===== config.mk =====
export PLATFORM = sky130hd
export DESIGN_NAME = pbnc_ram
export DESIGN_NICKNAME = d
export VERILOG_FILES = /design/src/assert_macros.svh /design/src/pbnc_ram.sv
export SDC_FILE = /design/constraint.sdc
export NUM_CORES = 1
export LEC_CHECK = 0
export BUFFER_PORTS_ARGS = -buffer_cell sky130_fd_sc_hd__buf_2
export CAP_MARGIN = 30
export CORE_ASPECT_RATIO = 0.7
export CORE_MARGIN = 1.5
export CORE_UTILIZATION = 35
export CTS_CLUSTER_SIZE = 20
export DETAILED_ROUTE_END_ITERATION = 10
export GPL_TIMING_DRIVEN = 1
export PLACE_DENSITY = 0.49
export SETUP_SLACK_MARGIN = 0.3
export SYNTH_ARGS = -nofsm -noshare
export SYNTH_HDL_FRONTEND = slang
export SYNTH_SLANG_ARGS = --single-unit

===== constraint.sdc =====
create_clock -name clk -period 4.9 [get_ports clk]
set_clock_uncertainty 0.1 [all_clocks]
set_input_delay 0.245 -clock clk [delete_from_list [all_inputs] [get_ports clk]]
set_output_delay 0.245 -clock clk [all_outputs]
set_load 0.02 [all_outputs]

===== src/assert_macros.svh =====
// Assertion macros used by the palette matcher top level.
`ifndef ASSERT_MACROS_SVH
`define ASSERT_MACROS_SVH

`ifndef SYNTH

// Clocked check that is switched off while reset is asserted.
`define PBNC_ASSERT(label, clk_sig, rst_sig, prop, msg) \
    label: assert property (@(posedge clk_sig) disable iff (!rst_sig) (prop)) \
        else $error(msg);

// Clocked check that must also hold while reset is asserted.
`define PBNC_ASSERT_ALWAYS(label, clk_sig, prop, msg) \
    label: assert property (@(posedge clk_sig) (prop)) \
        else $error(msg);

`else

`define PBNC_ASSERT(label, clk_sig, rst_sig, prop, msg)
`define PBNC_ASSERT_ALWAYS(label, clk_sig, prop, msg)

`endif

`endif


===== src/pbnc_ram.sv =====
// Generic single write port RAM with one registered read port.
module pbnc_ram #(
    parameter int WIDTH  = 8,
    parameter int DEPTH  = 16,
    parameter int ADDR_W = $clog2(DEPTH)
) (
    input  logic              clk,
    input  logic              we,
    input  logic [ADDR_W-1:0] waddr,
    input  logic [WIDTH-1:0]  wdata,
    input  logic              re,
    input  logic [ADDR_W-1:0] raddr,
    output logic [WIDTH-1:0]  rdata
);

    logic [WIDTH-1:0] mem_reg [DEPTH];
    logic [WIDTH-1:0] rdata_reg;

    always_ff @(posedge clk)
    begin
        if (we)
        begin
            mem_reg[waddr] <= wdata;
        end
        if (re)
        begin
            rdata_reg <= mem_reg[raddr];
        end
    end

    assign rdata = rdata_reg;

endmodule


==> results of run 1 <==
synth_stat cells:
cell and n:
mux4_2 18, a22oi_1 16, nand3b_1 2, buf_6 3, edfxtp_1 136, nand2_1 9
nor2_1 13, and2_1 1, nand3_1 1, nor3_1 4, buf_2 3, buf_4 1
and2b_1 1, nand2b_1 2, clkdlybuf4s25_2 3, or3b_2 1, mux4_1 14, nor2b_1 1
power breakdown:
part,internal [W],switching (W)
logic,0.0000477,0.0000767
registers,0.00131,0.00000764
clock network,0.000690,0.000475
worst max-delay path, cell delays in order:
cell and delay [ns]:
buf_2 0.46, buf_12 0.26, mux4_2 0.51, a22oi_1 0.29, nand2_1 0.10
layer usage:
layer / GRT usage / vias to the layer above
li1: - / 1065
met1: 0.2260 / 1292
met2: 0.2017 / 53
met3: 0.03810 / 4
met4: 0.04668 / 0
met5: 0 / -
per-stage QoR:
| stage | total power [W] | instance area (um2) | setup WS, ns | util |
|---|---|---|---|---|
| finish | 0.002608 | 6116 | 3.059 | 0.4181 |
| global route | 0.002687 | 6116 | 2.984 | 0.4181 |
| CTS | 0.002631 | 6108 | 3.018 | 0.4176 |
| detailed placement | 0.001470 | 5570 | 2.587 | 0.3808 |
| global placement | 0.001466 | 5543 | 2.349 | 0.3789 |
| floorplan | 0.001413 | 5228 | 3.062 | - |
final cells by class:
cell class / count / area share
clock buffers: 18 / 0.07017
clock inverters: 14 / 0.01780
multi-input cells: 83 / 0.1737
flip-flops and latches: 136 / 0.6678
well taps: 195 / 0.03989
repair buffers: 32 / 0.03069
kinds of logic after synthesis:
family | count (synthesis) | synth area share
DFF | 136 | 0.7812
and+or+nand+nor | 35 | 0.03136
AOI/OAI and AO/OA | 16 | 0.02298
buffers and inverters | 10 | 0.01651
muxes | 32 | 0.1479
worst min path at each step:
stage,slack (ns),from,cells after the start,to
floorplan,0.24,wdata[0],0,mem_reg[0][0]
finish,0.13,re,1,rdata[3]
global placement,0.54,re,1,rdata[2]
global route,0.11,re,1,rdata[2]
CTS,0.12,re,1,rdata[3]
detailed placement,0.54,re,1,rdata[2]
==> results_dict.tcl, run 1 <==
set metrics [dict create \
    nets 289 \
    area_delta_synth_final_pct 16.99 \
    ff_latch_area_um2 4084 \
    finalHoldViolations 0 \
    netlist.area_leader.share 0.7812 \
    arrival_ns 1.89 \
    r2r_end "rdata[3]" \
    coreArea_um2 14630 \
    num_antenna_cells 0 \
    p_leak_nw 2.001 \
    wire_per_inst_um 22.72 \
    critical_path_class "in2reg" \
    insertion_delay_ns 0.41 \
    largest_reg_flops 128 \
    fin_cells 478 \
    synth-seq-cells 136 \
    wl_met2_mm 4.663 \
    multiInputGateArea_um2 1062 \
    syn_area_um2 5228 \
    yosys.cell_types.count 18 \
    cp-end-kind "register" \
    yosysTopAreaCell "edfxtp_1" \
    die_y_um 105.3 \
    grt.overflow.total 0 \
    hold_slack_ns 0.1277 \
    drt_iter0_markers 161 \
    clock_path_buffers 2 \
    place_hpwl_mm 6.791 \
    grt_max_degree 33 \
    rsz0062_at_grt "false" \
    drcViolationCount 0 \
    rows 37 \
    clk_pin_slew_ns 0.06 \
    fin_crit_sh 0.3757 \
    mostFrequentLayoutCells "edfxtp_1, buf_2, mux4_2" \
    rr_worst_depth 3 \
    dr.pass1.iters 6 \
    status "completed" \
    root_buffer "clkbuf_16" \
    maxCapViolCount 0 \
    cts_buffers 17 \
    grt_pass1_vias 2376 \
    clkSinkCount 136 \
    top_layer "met4" \
    gp_congestion 0.6925 \
    grt_usage 0.1468 \
    syn_inst 229 \
    final_layout_size_suffix_gt1_frac 0.2827 \
    final_common_cell "edfxtp_1" \
    reg2reg_from "mem_reg[5][3]" \
    cts_resized 0 \
    cts_tree "built" \
    antenna_found_initial 0 \
    wl_met1_mm 5.707 \
    max_freq_ghz 0.5432 \
    drv_slew 0 \
    dieArea_um2 15690 \
    initial_core_util 0.3573 \
    crit_end "rdata[6]" \
    dr_wl_met3_um 432 \
    grt_first_pass_wirelength_mm 15.75 \
    postCtsSetupRepairBufs 0 \
    drt_wl_total_mm 10.86 \
    ys_top_cells_by_area "edfxtp_1, mux4_2, mux4_1" \
    reg2reg_slack_ns 3.27 \
    worstMarginPinSlew_ns 0.9771 \
    cp_max_fo 17 \
    synth.avg_cell_area_um2 22.83 \
    fin_setup_tns_ns 0 \
    antenna_left 0 \
    fin_crit_ns 1.841 \
    hold_buffers 0 \
    synth-seq-area-share 0.7812 \
    cp-startpoint "raddr[0]" \
    slew_headroom 0.3462 \
    irDropWorstVdd_uv 186.3 \
    n_fill_cell 1291 \
    portBuffers 26 \
    dp_cells 445 \
    die_x_um 149.1 \
    ios 27 \
    vias 2414 \
    via_per_inst 5.050 \
    setup_violations 0 \
    worstPathRequired_ns 4.94 \
    h-tree-depth 4 \
    yosysWarningCount 0 \
    hp-class "in2reg" \
    crit_path_start_kind "input pin" \
    syn_nets 248 \
    power_density_nw_per_um2 426.4 \
]
Power figures use the tool's default switching activity.
==> inputs of run 2 (changes only) <==
--- a/config.mk
+++ b/config.mk
@@ -5,6 +5,7 @@
 export SDC_FILE = /design/constraint.sdc
 export NUM_CORES = 1
 export LEC_CHECK = 0
+export ABC_AREA = 1
 export BUFFER_PORTS_ARGS = -buffer_cell sky130_fd_sc_hd__buf_2
 export CAP_MARGIN = 30
 export CORE_ASPECT_RATIO = 0.7
==> constraint.sdc (replaced) <==
create_clock -name clk -period 1.8 [get_ports clk]
set_clock_uncertainty 0.1 [all_clocks]
set_input_delay 0.09 -clock clk [delete_from_list [all_inputs] [get_ports clk]]
set_output_delay 0.09 -clock clk [all_outputs]
set_load 0.02 [all_outputs]
==> run 2 against run 1 <==
  * The run now ends with negative hold slack left
  * Critical path type is now reg2reg
  * Worst hold slack worse by 0.13 ns
  * Via count up 60%
  * Utilization up 0.51 points
  * Register-to-register slack worse by 2.8 ns
  * Final area up 13%
==> results_dict.tcl, run 2 <==
set metrics [dict create \
    ios 27 \
    grt_pass1_vias 3672 \
    fin_crit_ns 1.325 \
    hold_slack_ns -0.002062 \
    irDropWorstVdd_uv 621.7 \
    grt.overflow.total 0 \
    n_fill_cell 1596 \
    ys_top_cells_by_area "edfxtp_1, nand2_1, nand3_1" \
    portBuffers 26 \
    final_layout_size_suffix_gt1_frac 0.1283 \
    yosysTopAreaCell "edfxtp_1" \
    p_leak_nw 2.960 \
    slowest_delay_ns 0.36 \
    mostFrequentLayoutCells "nand2_1, edfxtp_1, inv_1" \
    synth-seq-cells 136 \
    wire_per_inst_um 16.89 \
    cts_buffers 17 \
    slew_headroom 0.5577 \
    crit_path_cell_trace "inv_1 > nand2_1 > nand3_1 > nand3_1 > nand3_1 > nand2_1" \
    largest_reg_flops 128 \
    arrival_ns 1.37 \
    yosys.cell_types.count 11 \
    max_freq_ghz 0.7548 \
    dp_cells 800 \
    initial_core_util 0.3577 \
    timing.critical_path.mode_cell "nand3_1" \
    vias 3855 \
    syn_area_um2 5847 \
    cts_resized 0 \
    via_per_inst 4.622 \
    place_hpwl_mm 8.658 \
    drt_iter0_markers 357 \
    synth_common_cells "nand2_1, edfxtp_1, inv_1" \
    p_total_w 0.007645 \
    h-tree-depth 4 \
    status "finished, violations left" \
    drcViolationCount 0 \
    dr.pass1.iters 5 \
    clkSinkCount 136 \
    grt_first_pass_wirelength_mm 21.49 \
    cp-end-kind "register" \
    power_density_nw_per_um2 1105 \
    drt_wl_total_mm 14.09 \
    insertion_delay_ns 0.41 \
    nets 614 \
    clk_pin_slew_ns 0.06 \
    synth-seq-area-share 0.6985 \
    grt_max_degree 65 \
    dp_slack_ns 0.2513 \
    worstMarginPinSlew_ns 0.6626 \
    fin_cells 834 \
    synth_most_common_cell "nand2_1" \
    setup_violations 0 \
    synthArstFlopShare 0 \
    violations "negative hold slack" \
    cts_tree "built" \
    antenna_found_initial 0 \
    area_delta_synth_final_pct 18.30 \
    gp_congestion 0.7593 \
    worstPathRequired_ns 1.84 \
    setup_slack_ns 0.4752 \
    fin_setup_tns_ns 0 \
    final_util 0.4231 \
    dieArea_um2 17500 \
    hold_buffers 1 \
    die_y_um 111.1 \
    crit_path_start_kind "register" \
    rsz0062_at_grt "false" \
    worst_path_max_delay_cell "edfxtp_1" \
    postCtsSetupRepairBufs 0 \
    yosysWarningCount 0 \
    die_x_um 157.5 \
    critical_path_class "reg2reg" \
    grt_usage 0.1717 \
    rows 39 \
    cp_max_fo 1 \
    coreArea_um2 16350 \
    netlist.area_leader.share 0.6985 \
    root_buffer "clkbuf_16" \
    maxCapViolCount 0 \
    final_common_cell "nand2_1" \
    ys.flop_type "edfxtp_1" \
    synth.avg_cell_area_um2 10.61 \
    finalHoldViolations 2 \
    synth-edff-count 136 \
    hp-class "in2reg" \
    syn_nets 570 \
    syn_inst 551 \
    antenna_left 0 \
    drv_slew 0 \
    clock_path_buffers 2 \
    fin_crit_sh 0.7360 \
]
run 2: changes by cell type in the layout (fill, tap and decap cells not counted), moves of 3 or more:
cell	delta
a22oi_1	-16
buf_4	+14
bufinv_16	+3
clkinvlp_4	-3
inv_1	+100
mux4_1	-14
mux4_2	-18
nand2_1	+164
nand3_1	+96
nor2_1	+4
nor3_1	-3
run 2: report_power, final:
group / leakage (nW) / internal, W / switching [W]
sequential: 1.24 / 0.00357 / 0.0000180
clock: 0.297 / 0.00230 / 0.00129
combinational: 1.43 / 0.000132 / 0.000333
total: 2.96 / 0.00600 / 0.00164
run 2: logic make-up after synthesis:
kind of cell	share of synthesized area
DFF	0.6985
and+or+nand+nor	0.2076
buffers and inverters	0.09394
run 2: worst paths after layout:
kind / from / end / slack (ns) / depth (start not counted)
min reg2reg: mem_reg[7][2] / rdata[2] / 0.64 / 6
min: wdata[1] / mem_reg[13][1] / -0.002 / 1
max: mem_reg[9][3] / rdata[3] / 0.48 / 6
max reg2reg: mem_reg[9][3] / rdata[3] / 0.48 / 6
run 2: layer usage:
layer  wire (um)  track usage  vias to the layer above
met5           0            0                        -
met4         163      0.05220                        0
met3         725      0.04496                       14
met2        5958       0.2311                      100
met1        7241       0.2658                     1867
li1            -            -                     1874
run 2: through the flow:
stage / area (um2) / hold slack [ns]
finish: 6917 / -0.002062
global route: 6914 / 0.007028
CTS: 6914 / 0.01042
detailed placement: 6295 / 0.3912
global placement: 6295 / 0.3739
floorplan: 5847 / 0.08887
run 2: area by class of cell:
cell class	instances	area [um2]	area share
Clock buffer	18	429.2	0.06205
Tap cell	225	281.5	0.04070
Timing Repair Buffer	49	342.8	0.04957
Antenna cell	1	2.502	0.0003618
Clock inverter	14	180.2	0.02605
Sequential cell	136	4084	0.5904
Inverter	102	382.9	0.05535
Multi-Input combinational cell	289	1214	0.1755
run 2: worst max-delay path: cells and delay by family, from the launching register on:
| family | cells | cell delay [ns] |
|---|---|---|
| simple gates | 5 | 0.54 |
| flops | 1 | 0.36 |
| buf+inv | 1 | 0.06 |
