### config.mk
export PLATFORM = sky130hd
export DESIGN_NAME = pbnc_score_unit
export DESIGN_NICKNAME = d
export VERILOG_FILES = /design/src/assert_macros.svh /design/src/pbnc_pkg.sv /design/src/pbnc_score_unit.sv
export SDC_FILE = /design/constraint.sdc
export NUM_CORES = 1
export LEC_CHECK = 0
export ABC_AREA = 1
export BUFFER_PORTS_ARGS = -buffer_cell sky130_fd_sc_hd__buf_4
export CAP_MARGIN = 20
export CORE_AREA = 2 2 166 290
export CTS_CLUSTER_SIZE = 30
export DETAILED_ROUTE_END_ITERATION = 7
export DIE_AREA = 0 0 168 292
export HOLD_SLACK_MARGIN = 0.12
export PLACE_DENSITY = 0.69
export SLEW_MARGIN = 0
export SYNTH_ARGS = -nofsm -noshare
export SYNTH_HDL_FRONTEND = slang
export SYNTH_SLANG_ARGS = --single-unit
export TNS_END_PERCENT = 1
### constraint.sdc
create_clock -name clk -period 4.4 [get_ports clk]
set_input_delay 0 -clock clk [delete_from_list [all_inputs] [get_ports clk]]
set_output_delay 0 -clock clk [all_outputs]
set_load 0.05 [all_outputs]
### src/assert_macros.svh
// Assertion macros used by the palette matcher top level.
`ifndef ASSERT_MACROS_SVH
`define ASSERT_MACROS_SVH

`ifndef SYNTH

// Clocked check that is switched off while reset is asserted.
`define PBNC_ASSERT(label, clk_sig, rst_sig, prop, msg) \
    label: assert property (@(posedge clk_sig) disable iff (!rst_sig) (prop)) \
        else $error(msg);

// Clocked check that must also hold while reset is asserted.
`define PBNC_ASSERT_ALWAYS(label, clk_sig, prop, msg) \
    label: assert property (@(posedge clk_sig) (prop)) \
        else $error(msg);

`else

`define PBNC_ASSERT(label, clk_sig, rst_sig, prop, msg)
`define PBNC_ASSERT_ALWAYS(label, clk_sig, prop, msg)

`endif

`endif

### src/pbnc_pkg.sv
// Package with the constants, types and helpers of the palette matcher.
package pbnc_pkg;

    localparam int PALETTE_ENTRIES = 256;
    localparam int FRACTION_BITS   = 12;

    localparam int IDX_W    = 8;
    localparam int CNT_W    = IDX_W + 1;
    localparam int ADDR_W   = $clog2(PALETTE_ENTRIES);
    localparam int COMP_W   = 8;
    localparam int RGB_W    = 3 * COMP_W;
    localparam int SS_W     = 18;
    localparam int ENTRY_W  = RGB_W + SS_W;

    localparam int PCT_W     = 7;
    localparam int PCT_MAX   = 100;
    localparam int PCT_RESET = 66;

    localparam int WEIGHT_W = FRACTION_BITS + 1;
    localparam int MIX_W    = COMP_W + FRACTION_BITS;
    localparam int BLEND_W  = COMP_W + WEIGHT_W + 2;
    localparam int PROD_W   = COMP_W + MIX_W;
    localparam int DOT_W    = PROD_W + 2;
    localparam int TOT_W    = SS_W + FRACTION_BITS - 1;
    localparam int SCORE_W  = DOT_W + 1;

    // Reciprocal of the percent divisor, exact for every scaled percent.
    localparam int RECIP_SHIFT = 26;
    localparam int RECIP_W     = 20;
    localparam int RECIP_MULT  = (2 ** RECIP_SHIFT + PCT_MAX - 1) / PCT_MAX;
    localparam int SCALED_W    = PCT_W + FRACTION_BITS;
    localparam int RECIP_P_W   = SCALED_W + RECIP_W;

    localparam int CFG_INDEX_W = 1;
    localparam int CFG_DATA_W  = 7;

    localparam logic [1:0] LAST_COMP = 2'd2;

    typedef enum logic
    {
        REQ_WRITE,
        REQ_QUERY
    } req_type_t;

    typedef enum logic
    {
        MIX_BLEND,
        MIX_SUBTRACT
    } mix_mode_t;

    typedef enum logic [CFG_INDEX_W-1:0]
    {
        CFG_MIX_MODE,
        CFG_BLEND_PERCENT
    } cfg_reg_t;

    typedef enum logic [3:0]
    {
        ST_IDLE,
        ST_WRITE,
        ST_READ_ROW,
        ST_READ_COL,
        ST_WEIGHT,
        ST_MIX,
        ST_SCAN,
        ST_DRAIN,
        ST_FINISH
    } state_t;

    typedef logic [2:0][MIX_W-1:0] mix_vec_t;

    typedef struct packed
    {
        logic             valid;
        logic [IDX_W-1:0] idx;
        logic [RGB_W-1:0] rgb;
        logic [SS_W-1:0]  ss;
    } entry_t;

    typedef struct packed
    {
        logic                      valid;
        logic [IDX_W-1:0]          idx;
        logic signed [SCORE_W-1:0] score;
    } score_t;

    typedef struct packed
    {
        logic busy;
    } unit_status_t;

    // Component zero is red, one is green, two is blue.
    function automatic logic [COMP_W-1:0] comp_of(input logic [RGB_W-1:0] rgb,
                                                  input logic [1:0] k);
        logic [COMP_W-1:0] value;
        case (k)
            2'd0:    value = rgb[3*COMP_W-1:2*COMP_W];
            2'd1:    value = rgb[2*COMP_W-1:COMP_W];
            default: value = rgb[COMP_W-1:0];
        endcase
        return value;
    endfunction

endpackage

### src/pbnc_score_unit.sv
// Two stage score unit: scaled square sum minus the dot product with the mix.
module pbnc_score_unit (
    input  logic                   clk,
    input  logic                   rst_n,
    input  pbnc_pkg::mix_mode_t    mode,
    input  pbnc_pkg::mix_vec_t     mix,
    input  pbnc_pkg::entry_t       entry,
    output pbnc_pkg::score_t       result,
    output pbnc_pkg::unit_status_t status
);
    import pbnc_pkg::*;

    logic              s1_valid_reg;
    logic [IDX_W-1:0]  s1_idx_reg;
    logic [PROD_W-1:0] prod_reg [3];
    logic [TOT_W-1:0]  tot_reg;

    logic                      s2_valid_reg;
    logic [IDX_W-1:0]          s2_idx_reg;
    logic signed [SCORE_W-1:0] score_reg;

    logic [DOT_W-1:0]          dot;
    logic signed [SCORE_W-1:0] score_next;

    always_ff @(posedge clk or negedge rst_n)
    begin
        if (!rst_n)
        begin
            s1_valid_reg <= 1'b0;
            s2_valid_reg <= 1'b0;
        end
        else
        begin
            s1_valid_reg <= entry.valid;
            s2_valid_reg <= s1_valid_reg;
        end
    end

    always_ff @(posedge clk)
    begin
        s1_idx_reg <= entry.idx;
        for (int k = 0; k < 3; k++)
        begin
            prod_reg[k] <= PROD_W'(comp_of(entry.rgb, 2'(k))) * PROD_W'(mix[k]);
        end
        if (mode == MIX_BLEND)
        begin
            tot_reg <= TOT_W'(entry.ss) << (FRACTION_BITS - 1);
        end
        else
        begin
            tot_reg <= TOT_W'(entry.ss >> 1);
        end
        s2_idx_reg <= s1_idx_reg;
        score_reg  <= score_next;
    end

    always_comb
    begin
        dot = DOT_W'(prod_reg[0]) + DOT_W'(prod_reg[1]) + DOT_W'(prod_reg[2]);
        score_next = $signed(SCORE_W'(tot_reg)) - $signed(SCORE_W'(dot));
    end

    assign result.valid = s2_valid_reg;
    assign result.idx   = s2_idx_reg;
    assign result.score = score_reg;
    assign status.busy  = s1_valid_reg | s2_valid_reg;

endmodule

==> results of run 1 <==
-- final cells by class --
type / count / area (sq um) / share of cell area
Sequential cell: 162 / 3260 / 0.110
Timing Repair Buffer: 418 / 3310 / 0.111
Multi-Input combinational cell: 2273 / 19300 / 0.647
Clock buffer: 17 / 425 / 0.0143
Tap cell: 588 / 736 / 0.0247
Inverter: 692 / 2600 / 0.0872
Clock inverter: 15 / 191 / 0.00643
-- through the flow --
stage               hold slack [ns]  TNS, ns  instances
finish                        0.197        0       4165
global route                  0.183   -0.833       4165
CTS                           0.166  -0.0157       4147
detailed placement           -0.217    -3.78       4060
global placement             -0.218    -3.54       4060
floorplan                    -0.296        0       3241
-- path summary, 6_finish.rpt --
check                                        startpoint  depth (start not counted)                     end  slack [ns]
worst max register to register  prod_reg[0][28]$_DFF_P_                         26   score_reg[21]$_DFF_P_        0.05
min in group asynchronous                         rst_n                          3  s1_valid_reg$_DFF_PN0_        0.40
worst max-delay path            prod_reg[0][28]$_DFF_P_                         26   score_reg[21]$_DFF_P_        0.05
worst min register to register    s1_idx_reg[5]$_DFF_P_                          0   s2_idx_reg[5]$_DFF_P_        0.33
worst min-delay path                          entry[50]                          2  s1_valid_reg$_DFF_PN0_        0.20
max in group asynchronous                         rst_n                          3  s2_valid_reg$_DFF_PN0_        3.89
-- metal layers --
layer | GRT usage | part of all wire | vias up | routed length, microns
li1 | - | - | 10500 | -
met1 | 0.279 | 0.33 | 10500 | 23500
met2 | 0.615 | 0.58 | 591 | 41300
met3 | 0.0239 | 0.031 | 205 | 2240
met4 | 0.159 | 0.061 | 0 | 4360
met5 | 0 | 0 | - | 0
-- critical path, stage by stage (launching register included) --
cell and delay [ns]:
dfxtp_2 0.34, ha_4 0.14, inv_2 0.04, fa_2 0.36
inv_2 0.08, nand3_2 0.08, nand2_4 0.12, a21oi_4 0.07
o21ai_2 0.20, buf_6 0.15, xor2_4 0.16, ha_4 0.23
nand2_1 0.10, inv_2 0.06, a21oi_2 0.15, buf_4 0.15
nand2_1 0.11, nand2_1 0.09, nand2_1 0.09, xnor2_2 0.27
ha_4 0.27, a21oi_2 0.23, o21ai_2 0.10, a21oi_1 0.19
o21ai_0 0.11, nor2_1 0.18, xnor2_1 0.18
-- synth_stat cells, types with 2 or more instances --
library cell  count  share of area
nor2_4            2        0.00094
nand3b_1          7         0.0022
nand3_1          81          0.017
nand2_4           2        0.00094
inv_2             3        0.00047
dfxtp_1         160           0.13
o21ai_2           7         0.0025
dfrtp_1           2         0.0021
o21bai_1         20         0.0062
nand2_2          21         0.0055
nor3_2            8         0.0033
a31oi_1           8         0.0021
nand4_1          32         0.0083
o31ai_1           6         0.0019
nor4_1            6         0.0016
o21a_1            4         0.0012
nand2_1         858           0.13
o211ai_1          7         0.0022
xnor2_1          47          0.017
a21boi_2          3         0.0014
inv_1           689           0.11
a21o_1           16         0.0050
a21oi_2           8         0.0029
o21ai_1          12         0.0025
a21oi_1         177          0.037
buf_1            12         0.0019
a211oi_1          2        0.00062
fa_1            327           0.27
clkbuf_1        100          0.016
nor2_2            2        0.00052
o21ai_0          76          0.016
ha_1            232           0.12
xor2_1           90          0.033
nor2_1          163          0.025
nor3_1           25         0.0052
nand3_2           8         0.0033
-- kinds of logic (layout without fill, tap and decap cells) --
family,count (synthesis),count (layout),share of synthesized area
simple gates,1224,1224,0.211
buf+inv,806,1142,0.126
fa+ha+maj,559,559,0.393
compound gates,353,353,0.0845
xor+xnor,137,137,0.0499
flops,162,162,0.135
-- what timing repair did --
item,CTS,global route
pin swaps,28,133
hold endpoints to repair,48,0
gates resized for setup,70,251
hold buffers,47,0
buffers inserted,9,20
setup endpoints to repair,17,20
==> flow_summary_export.csv, run 1 <==
group,metric,value,unit
timing,slew_headroom,0.603,
placement,gp_congestion,0.943,
clock_tree,cts-root-buf,"clkbuf_16",
layout,final_nets,4237,
synth,synth_cells,3241,
detailed_routing,wire_per_inst,17.2,microns
timing,slew_viol_final,0,
floorplan,core_area,46600,sq um
detailed_routing,first_pass_iters,5,
clock_tree,cts.sinks,162,
detailed_routing,num_vias,21800,
detailed_routing,via_per_inst,5.23,
detailed_routing,ant_nets,0,
synth,synth_seq_cells,162,
timing,fmax,0.230,GHz
floorplan,die-height,292,microns
clock_tree,clk_pin_slew_worst_paths,0.08,ns
floorplan,num_rows,105,
timing,min_period,4.35,ns
placement,hpwl,59900,microns
layout,layout_commonest_cell,"nand2_1",
global_route,grt_antenna_before_repair,0,
layout,largest_register_ffs,84,
timing,finalWorstSetupSlack,0.0494,ns
detailed_routing,drt_wl_total,71500,microns
timing,finalSetupViolations,0,
synth,async_reset_ff_frac,0.0123,
global_route,grt_pass1_vias,23700,
timing,rsz0062_at_grt,"yes",
run_status,status,"finished clean",
clock_tree,htreeDepth,4,
clock_tree,cts_buffer_depth,2,
timing,finalHoldViolCount,0,
run,drv_cap,0,
global_route,grtUsageTotal,0.297,
clock_tree,cts_tree,"yes",
timing,finClkSkew,0.0120,ns
placement,place_area,26900,sq um
synth,synthFlopType,"dfxtp_1",
layout,drive_gt1_frac,0.200,
placement,dp_slack,-0.437,ns
synth,synth_area,24100,sq um
synth,synthesis.nets,3914,
layout,fillCellCount,4157,
layout,utilization,0.638,
layout,syn_to_final_growth,23.8,%
layout,antenna_cells,0,
critical_path,cp-start-kind,"flip-flop",
detailed_routing,first_iter_violations,990,
timing,max_slew.worst_pin.slew,0.590,ns
floorplan,fp.dieW,168,microns
critical_path,end_kind,"flip-flop",
critical_path,crit_fanout,5,
detailed_routing,route.detailed.drc,0,
placement,portBuffers,154,
synth,synth_area_per_cell,7.42,sq um
synth,ys_types,54,
critical_path,setup.worst_path.class,"reg -> reg",
clock_tree,cts_buffers,17,
layout,fin_area,29800,sq um
global_route,grt_max_degree,36,
hold_path,hp-class,"in -> reg",
floorplan,ios,155,
floorplan,start_util,0.516,
global_route,grt_pass1_wl,115000,microns
clock_tree,worstSkewPairLatency,0.46,ns
synth,ys_warn_count,0,
critical_path,crit_arrival,4.71,ns
synth,ys_seq_area_frac,0.135,
timing,fin_crit_sh,0.989,
layout,layout_common_cells,"nand2_1, inv_1, buf_4",
critical_path,crit_required,4.76,ns
global_route,overflow,0,
floorplan,dieArea,49100,sq um
synth,synth_edf_count,0,
Power of run 1 is left out: the tool's default activity adds up to more than one toggle a clock period on the data nets, which glitch-free logic cannot reach.
==> run 2: changes to the inputs <==
CTS_CLUSTER_DIAMETER = 40   (was not set)
GPL_TIMING_DRIVEN = 0   (was not set)
==> run 2 against run 1 <==
Against the previous run:
- the run now ends with negative setup slack left
- design area is 4.3% lower
- wire length is 3.1% lower
- sequential share of layout area is 0.56 points higher
- via count is 1.8% lower
- first-iteration DRC count is 4.5% higher
==> flow_summary_export.csv, run 2 (synthesis gave the netlist of run 1 again) <==
group,metric,value,unit
run_status,status,"complete, but fails checks",
run_status,failed_checks,"negative setup slack",
hold_path,whs_path_depth,4,
layout,drive_gt1_frac,0.144,
layout,antenna_cells,0,
clock_tree,cts_tree,"yes",
floorplan,start_util,0.516,
detailed_routing,route.detailed.drc,0,
critical_path,critPathMostFrequentCell,"nand2_1",
clock_tree,cts.sinks,162,
timing,rsz0062_at_grt,"yes",
global_route,grt_pass1_vias,22600,
clock_tree,clk_pin_slew_worst_paths,0.07,ns
timing,slew_viol_final,0,
critical_path,r2r_start,"prod_reg[0][38]$_DFF_P_",
detailed_routing,ant_nets,0,
placement,portBuffers,69,
timing,min_period,4.57,ns
timing,slew_headroom,0.469,
timing,finalWorstSetupSlack,-0.171,ns
timing,max_slew.worst_pin.slew,0.796,ns
clock_tree,cts-root-buf,"clkbuf_16",
critical_path,crit_fanout,5,
hold_path,hold_path_end,"prod_reg[0][57]$_DFF_P_",
clock_tree,worstSkewPairLatency,0.47,ns
hold_path,min-delay-start,"mix[41]",
timing,fin_crit_sh,1.04,
detailed_routing,wire_per_inst,17.2,microns
floorplan,fp.dieW,168,microns
clock_tree,cts_buffers,17,
placement,place_area,25300,sq um
critical_path,path_delay_family,"simple AND/OR/NAND/NOR gates",
critical_path,timing.rr.end,"score_reg[28]$_DFF_P_",
global_route,grt_max_degree,17,
global_route,grtUsageTotal,0.278,
floorplan,core_area,46600,sq um
run,drv_cap,0,
detailed_routing,first_iter_violations,1035,
detailed_routing,drt_wl_total,69200,microns
timing,finClkSkew,0.0159,ns
floorplan,die-height,292,microns
critical_path,crit_chain,"ha_4 -> nand2_1 -> inv_1 -> nand2_2 -> nor3_4 -> nand4_1 -> nand3_2 -> xor2_2 -> ha_1 -> a21o_1 -> a31o_2 -> a21oi_1 -> nand3_2 -> xnor2_4 -> ha_4 -> nand2_1 -> nand2_1 -> a31oi_2 -> o211ai_1 -> nor2_1 -> nand2_2 -> xor2_1",
clock_tree,cts_buffer_depth,2,
critical_path,cp-start-kind,"flip-flop",
layout,fin_area,28500,sq um
floorplan,dieArea,49100,sq um
timing,finalHoldViolCount,0,
detailed_routing,num_vias,21400,
critical_path,critPathMaxStageDelay,0.43,ns
critical_path,crit_arrival,4.92,ns
critical_path,end_kind,"flip-flop",
critical_path,setup.worst_path.class,"reg -> reg",
clock_tree,htreeDepth,4,
detailed_routing,first_pass_iters,6,
floorplan,ios,155,
layout,largest_register_ffs,84,
timing,fmax,0.219,GHz
global_route,overflow,0,
placement,gp_congestion,0.958,
layout,layout_commonest_cell,"nand2_1",
global_route,grt_pass1_wl,108000,microns
detailed_routing,via_per_inst,5.32,
layout,final_nets,4094,
critical_path,rrSetupSlack,-0.17,ns
critical_path,cpMaxStageDelayCell,"ha_1",
timing,finalSetupViolations,11,
global_route,grt_antenna_before_repair,0,
placement,hpwl,55400,microns
layout,syn_to_final_growth,18.5,%
layout,fillCellCount,4156,
critical_path,crit_required,4.75,ns
floorplan,num_rows,105,
hold_path,hp-class,"in -> reg",
critical_path,reg2reg_depth,22,
critical_path,critPathBufInv,1,
layout,layout_common_cells,"nand2_1, inv_1, fa_1",
==> run 2: timing repair <==
item	CTS	global route
resized for setup	152	220
hold endpoints to repair	43	0
pin swaps	44	103
setup buffers	32	25
hold buffers	36	0
setup endpoints to repair	18	22
==> run 2: worst max-delay path by stage <==
stage / from / slack (ns) / cells past startpoint / endpoint
finish: prod_reg[0][38]$_DFF_P_ / -0.17 / 22 / score_reg[28]$_DFF_P_
CTS: prod_reg[0][36]$_DFF_P_ / -0.01 / 24 / score_reg[28]$_DFF_P_
detailed placement: prod_reg[0][0]$_DFF_P_ / -0.64 / 31 / score_reg[30]$_DFF_P_
global placement: prod_reg[0][0]$_DFF_P_ / -0.65 / 26 / score_reg[28]$_DFF_P_
global route: prod_reg[0][38]$_DFF_P_ / -0.38 / 27 / score_reg[30]$_DFF_P_
floorplan: prod_reg[0][0]$_DFF_P_ / 0.43 / 31 / score_reg[30]$_DFF_P_
==> run 2: area by class of cell <==
type | count | area, sq um | area share
multi-input cells | 2273 | 19500 | 0.684
flip-flops and latches | 162 | 3280 | 0.115
inverters | 692 | 2600 | 0.0912
repair buffers | 162 | 1340 | 0.0471
well taps | 588 | 736 | 0.0258
plain buffers | 113 | 432 | 0.0151
clock buffers | 18 | 429 | 0.0151
clock inverters | 14 | 193 | 0.00676
==> run 2: layer usage <==
| metal | wire, microns | global-route usage | vias up |
|---|---|---|---|
| li1 | - | - | 10200 |
| met1 | 23300 | 0.260 | 10300 |
| met2 | 39100 | 0.566 | 619 |
| met3 | 2190 | 0.0241 | 276 |
| met4 | 4750 | 0.173 | 0 |
| met5 | 0 | 0 | - |
==> run 2: worst min-delay path: cells and delay by family <==
| family | cells | cell delay, ns |
|---|---|---|
| adder cells (fa/ha/maj) | 1 | 0.11 |
| buffers and inverters | 2 | 0.37 |
| AND/OR/NAND/NOR | 1 | 0.10 |
==> run 2: through the flow <==
step                TNS (ns)  setup WS, ns  cells   util  hold WS [ns]
finish                 -1.14        -0.171   4022  0.611         0.157
global route           -3.50        -0.385   4022  0.611         0.178
CTS                  -0.0159       -0.0148   3998  0.586         0.158
detailed placement     -7.12        -0.639   3898  0.543        -0.216
global placement       -7.15        -0.652   3898  0.543        -0.217
floorplan                  0         0.426   3241      -        -0.296
Power of run 2 is left out for the same reason.
==> run 3: changes to the inputs <==
==> constraint.sdc (replaced) <==
create_clock -name clk -period 4.4 [get_ports clk]
set_input_delay 0.44 -clock clk [delete_from_list [all_inputs] [get_ports clk]]
set_output_delay 0.44 -clock clk [all_outputs]
set_load 0.05 [all_outputs]
==> run 3 against run 2 <==
Against the previous run:
- the run still ends with negative setup slack left
- cell count shrank 0.52%
- critical path depth grew 1
- sequential cell count is the same
- first-iteration DRC count shrank 4.8%
- design area shrank 0.13%
- register-to-register slack gained 0.04 ns
==> flow_summary_export.csv, run 3 (synthesis gave the netlist of run 1 again) <==
group,metric,value,unit
floorplan,dieArea,49100,sq um
critical_path,setup.worst_path.class,"reg -> reg",
timing,finalWorstSetupSlack,-0.129,ns
detailed_routing,first_pass_iters,6,
critical_path,rrSetupSlack,-0.13,ns
critical_path,crit_fanout,4,
clock_tree,cts_tree,"yes",
detailed_routing,first_iter_violations,985,
global_route,grtUsageTotal,0.277,
run_status,status,"complete, but fails checks",
layout,layout_commonest_cell,"nand2_1",
layout,drive_gt1_frac,0.160,
global_route,grt_pass1_wl,107000,microns
hold_path,hold_path_end,"tot_reg[6]$_SDFF_PN0_",
critical_path,r2r_start,"prod_reg[0][38]$_DFF_P_",
clock_tree,cts.sinks,162,
placement,portBuffers,69,
layout,utilization,0.610,
detailed_routing,drt_wl_total,68800,microns
layout,layout_common_cells,"nand2_1, inv_1, fa_1",
layout,largest_register_ffs,84,
clock_tree,cts_buffers,17,
layout,syn_to_final_growth,18.3,%
timing,fin_crit_sh,1.03,
floorplan,start_util,0.516,
floorplan,num_rows,105,
timing,slew_headroom,0.544,
critical_path,reg2reg_depth,23,
timing,finClkSkew,0.0158,ns
critical_path,crit_arrival,4.88,ns
detailed_routing,ant_nets,0,
global_route,grt_pass1_vias,22400,
clock_tree,cts-root-buf,"clkbuf_16",
clock_tree,htreeDepth,4,
global_route,grt_max_degree,17,
placement,gp_congestion,0.958,
layout,fillCellCount,4134,
layout,antenna_cells,0,
timing,min_period,4.53,ns
timing,max_slew.worst_pin.slew,0.684,ns
hold_path,whs_path_depth,3,
critical_path,cp-start-kind,"flip-flop",
global_route,overflow,0,
run,drv_cap,0,
placement,hpwl,55400,microns
clock_tree,cts_buffer_depth,2,
timing,fmax,0.221,GHz
detailed_routing,wire_per_inst,17.2,microns
layout,final_nets,4073,
critical_path,timing.rr.end,"score_reg[28]$_DFF_P_",
detailed_routing,num_vias,21300,
detailed_routing,via_per_inst,5.33,
floorplan,core_area,46600,sq um
detailed_routing,route.detailed.drc,0,
clock_tree,clk_pin_slew_worst_paths,0.07,ns
floorplan,ios,155,
global_route,grt_antenna_before_repair,0,
critical_path,crit_required,4.75,ns
hold_path,min-delay-start,"entry[7]",
floorplan,fp.dieW,168,microns
timing,rsz0062_at_grt,"yes",
clock_tree,worstSkewPairLatency,0.47,ns
hold_path,hp-class,"in -> reg",
timing,finalSetupViolations,7,
run_status,failed_checks,"negative setup slack",
floorplan,die-height,292,microns
timing,slew_viol_final,0,
timing,finalHoldViolCount,0,
critical_path,end_kind,"flip-flop",
[run 3: cell count changes in the layout (fill, tap and decap cells not counted), sizes merged]
| cell | previous run | this run |
|---|---|---|
| dlygate4sd3 | 36 | 10 |
| buf | 139 | 144 |
[run 3: per-stage QoR]
stage	instance area [sq um]	hold WS, ns	setup TNS [ns]	setup WS, ns	cells
finish	28500	0.166	-0.478	-0.129	4001
global route	28500	0.159	-2.69	-0.268	4001
CTS	27100	0.164	-0.0159	-0.0148	3972
detailed placement	25300	0.224	-18.44	-0.639	3898
global placement	25300	0.223	-17.91	-0.652	3898
floorplan	24100	0.144	0	0.214	3241
[run 3: timing repair]
item	in CTS	in global routing
buffers inserted	32	29
pin swaps	44	113
hold buffers	10	0
hold endpoints to repair	11	0
gates resized for setup	152	295
cloned	0	0
setup endpoints to repair	18	48
[run 3: how the worst max path moves through the flow]
stage / slack (ns) / from / endpoint / cells past startpoint
after floorplan: 0.21 / entry[20] / prod_reg[0][77]$_DFF_P_ / 17
after global placement: -0.65 / prod_reg[0][0]$_DFF_P_ / score_reg[28]$_DFF_P_ / 26
after detailed placement: -0.64 / prod_reg[0][0]$_DFF_P_ / score_reg[30]$_DFF_P_ / 31
after CTS: -0.01 / prod_reg[0][36]$_DFF_P_ / score_reg[28]$_DFF_P_ / 24
after global routing: -0.27 / prod_reg[0][3]$_DFF_P_ / score_reg[29]$_DFF_P_ / 30
final: -0.13 / prod_reg[0][38]$_DFF_P_ / score_reg[28]$_DFF_P_ / 23
[run 3: critical path, cell delays in order (launching register included)]
cell and delay (ns):
dfxtp_2 0.36, ha_4 0.33, nand2_1 0.11, inv_1 0.13
nand2_2 0.10, nor3_4 0.16, nand4_1 0.15, nand3_2 0.14
xor2_2 0.24, ha_1 0.39, a21o_1 0.27, nand3_1 0.11
nand2_1 0.07, nor2_1 0.14, nand3_2 0.15, xnor2_2 0.37
ha_4 0.29, nand2_1 0.09, nand2_1 0.11, a31oi_4 0.16
o211ai_1 0.13, nor2_1 0.14, nand2_2 0.10, xor2_1 0.16
[run 3: area by class of cell]
class	count	area (sq um)	share of cell area
tap	588	736	0.0259
clock inverter	14	193	0.00677
timing repair buffer	140	1120	0.0394
clock buffer	18	429	0.0151
multi-input combinational	2273	19600	0.690
inverter	692	2600	0.0914
buffer	114	459	0.0161
sequential	162	3280	0.115
[run 3: layer usage]
layer	global-route usage	wire (microns)	up-vias	part of all wire
li1	-	-	10100	-
met1	0.259	22800	10300	0.33
met2	0.564	38800	655	0.56
met3	0.0249	2410	290	0.035
met4	0.169	4800	0	0.070
met5	0	0	-	0
Power of run 3 is left out for the same reason.
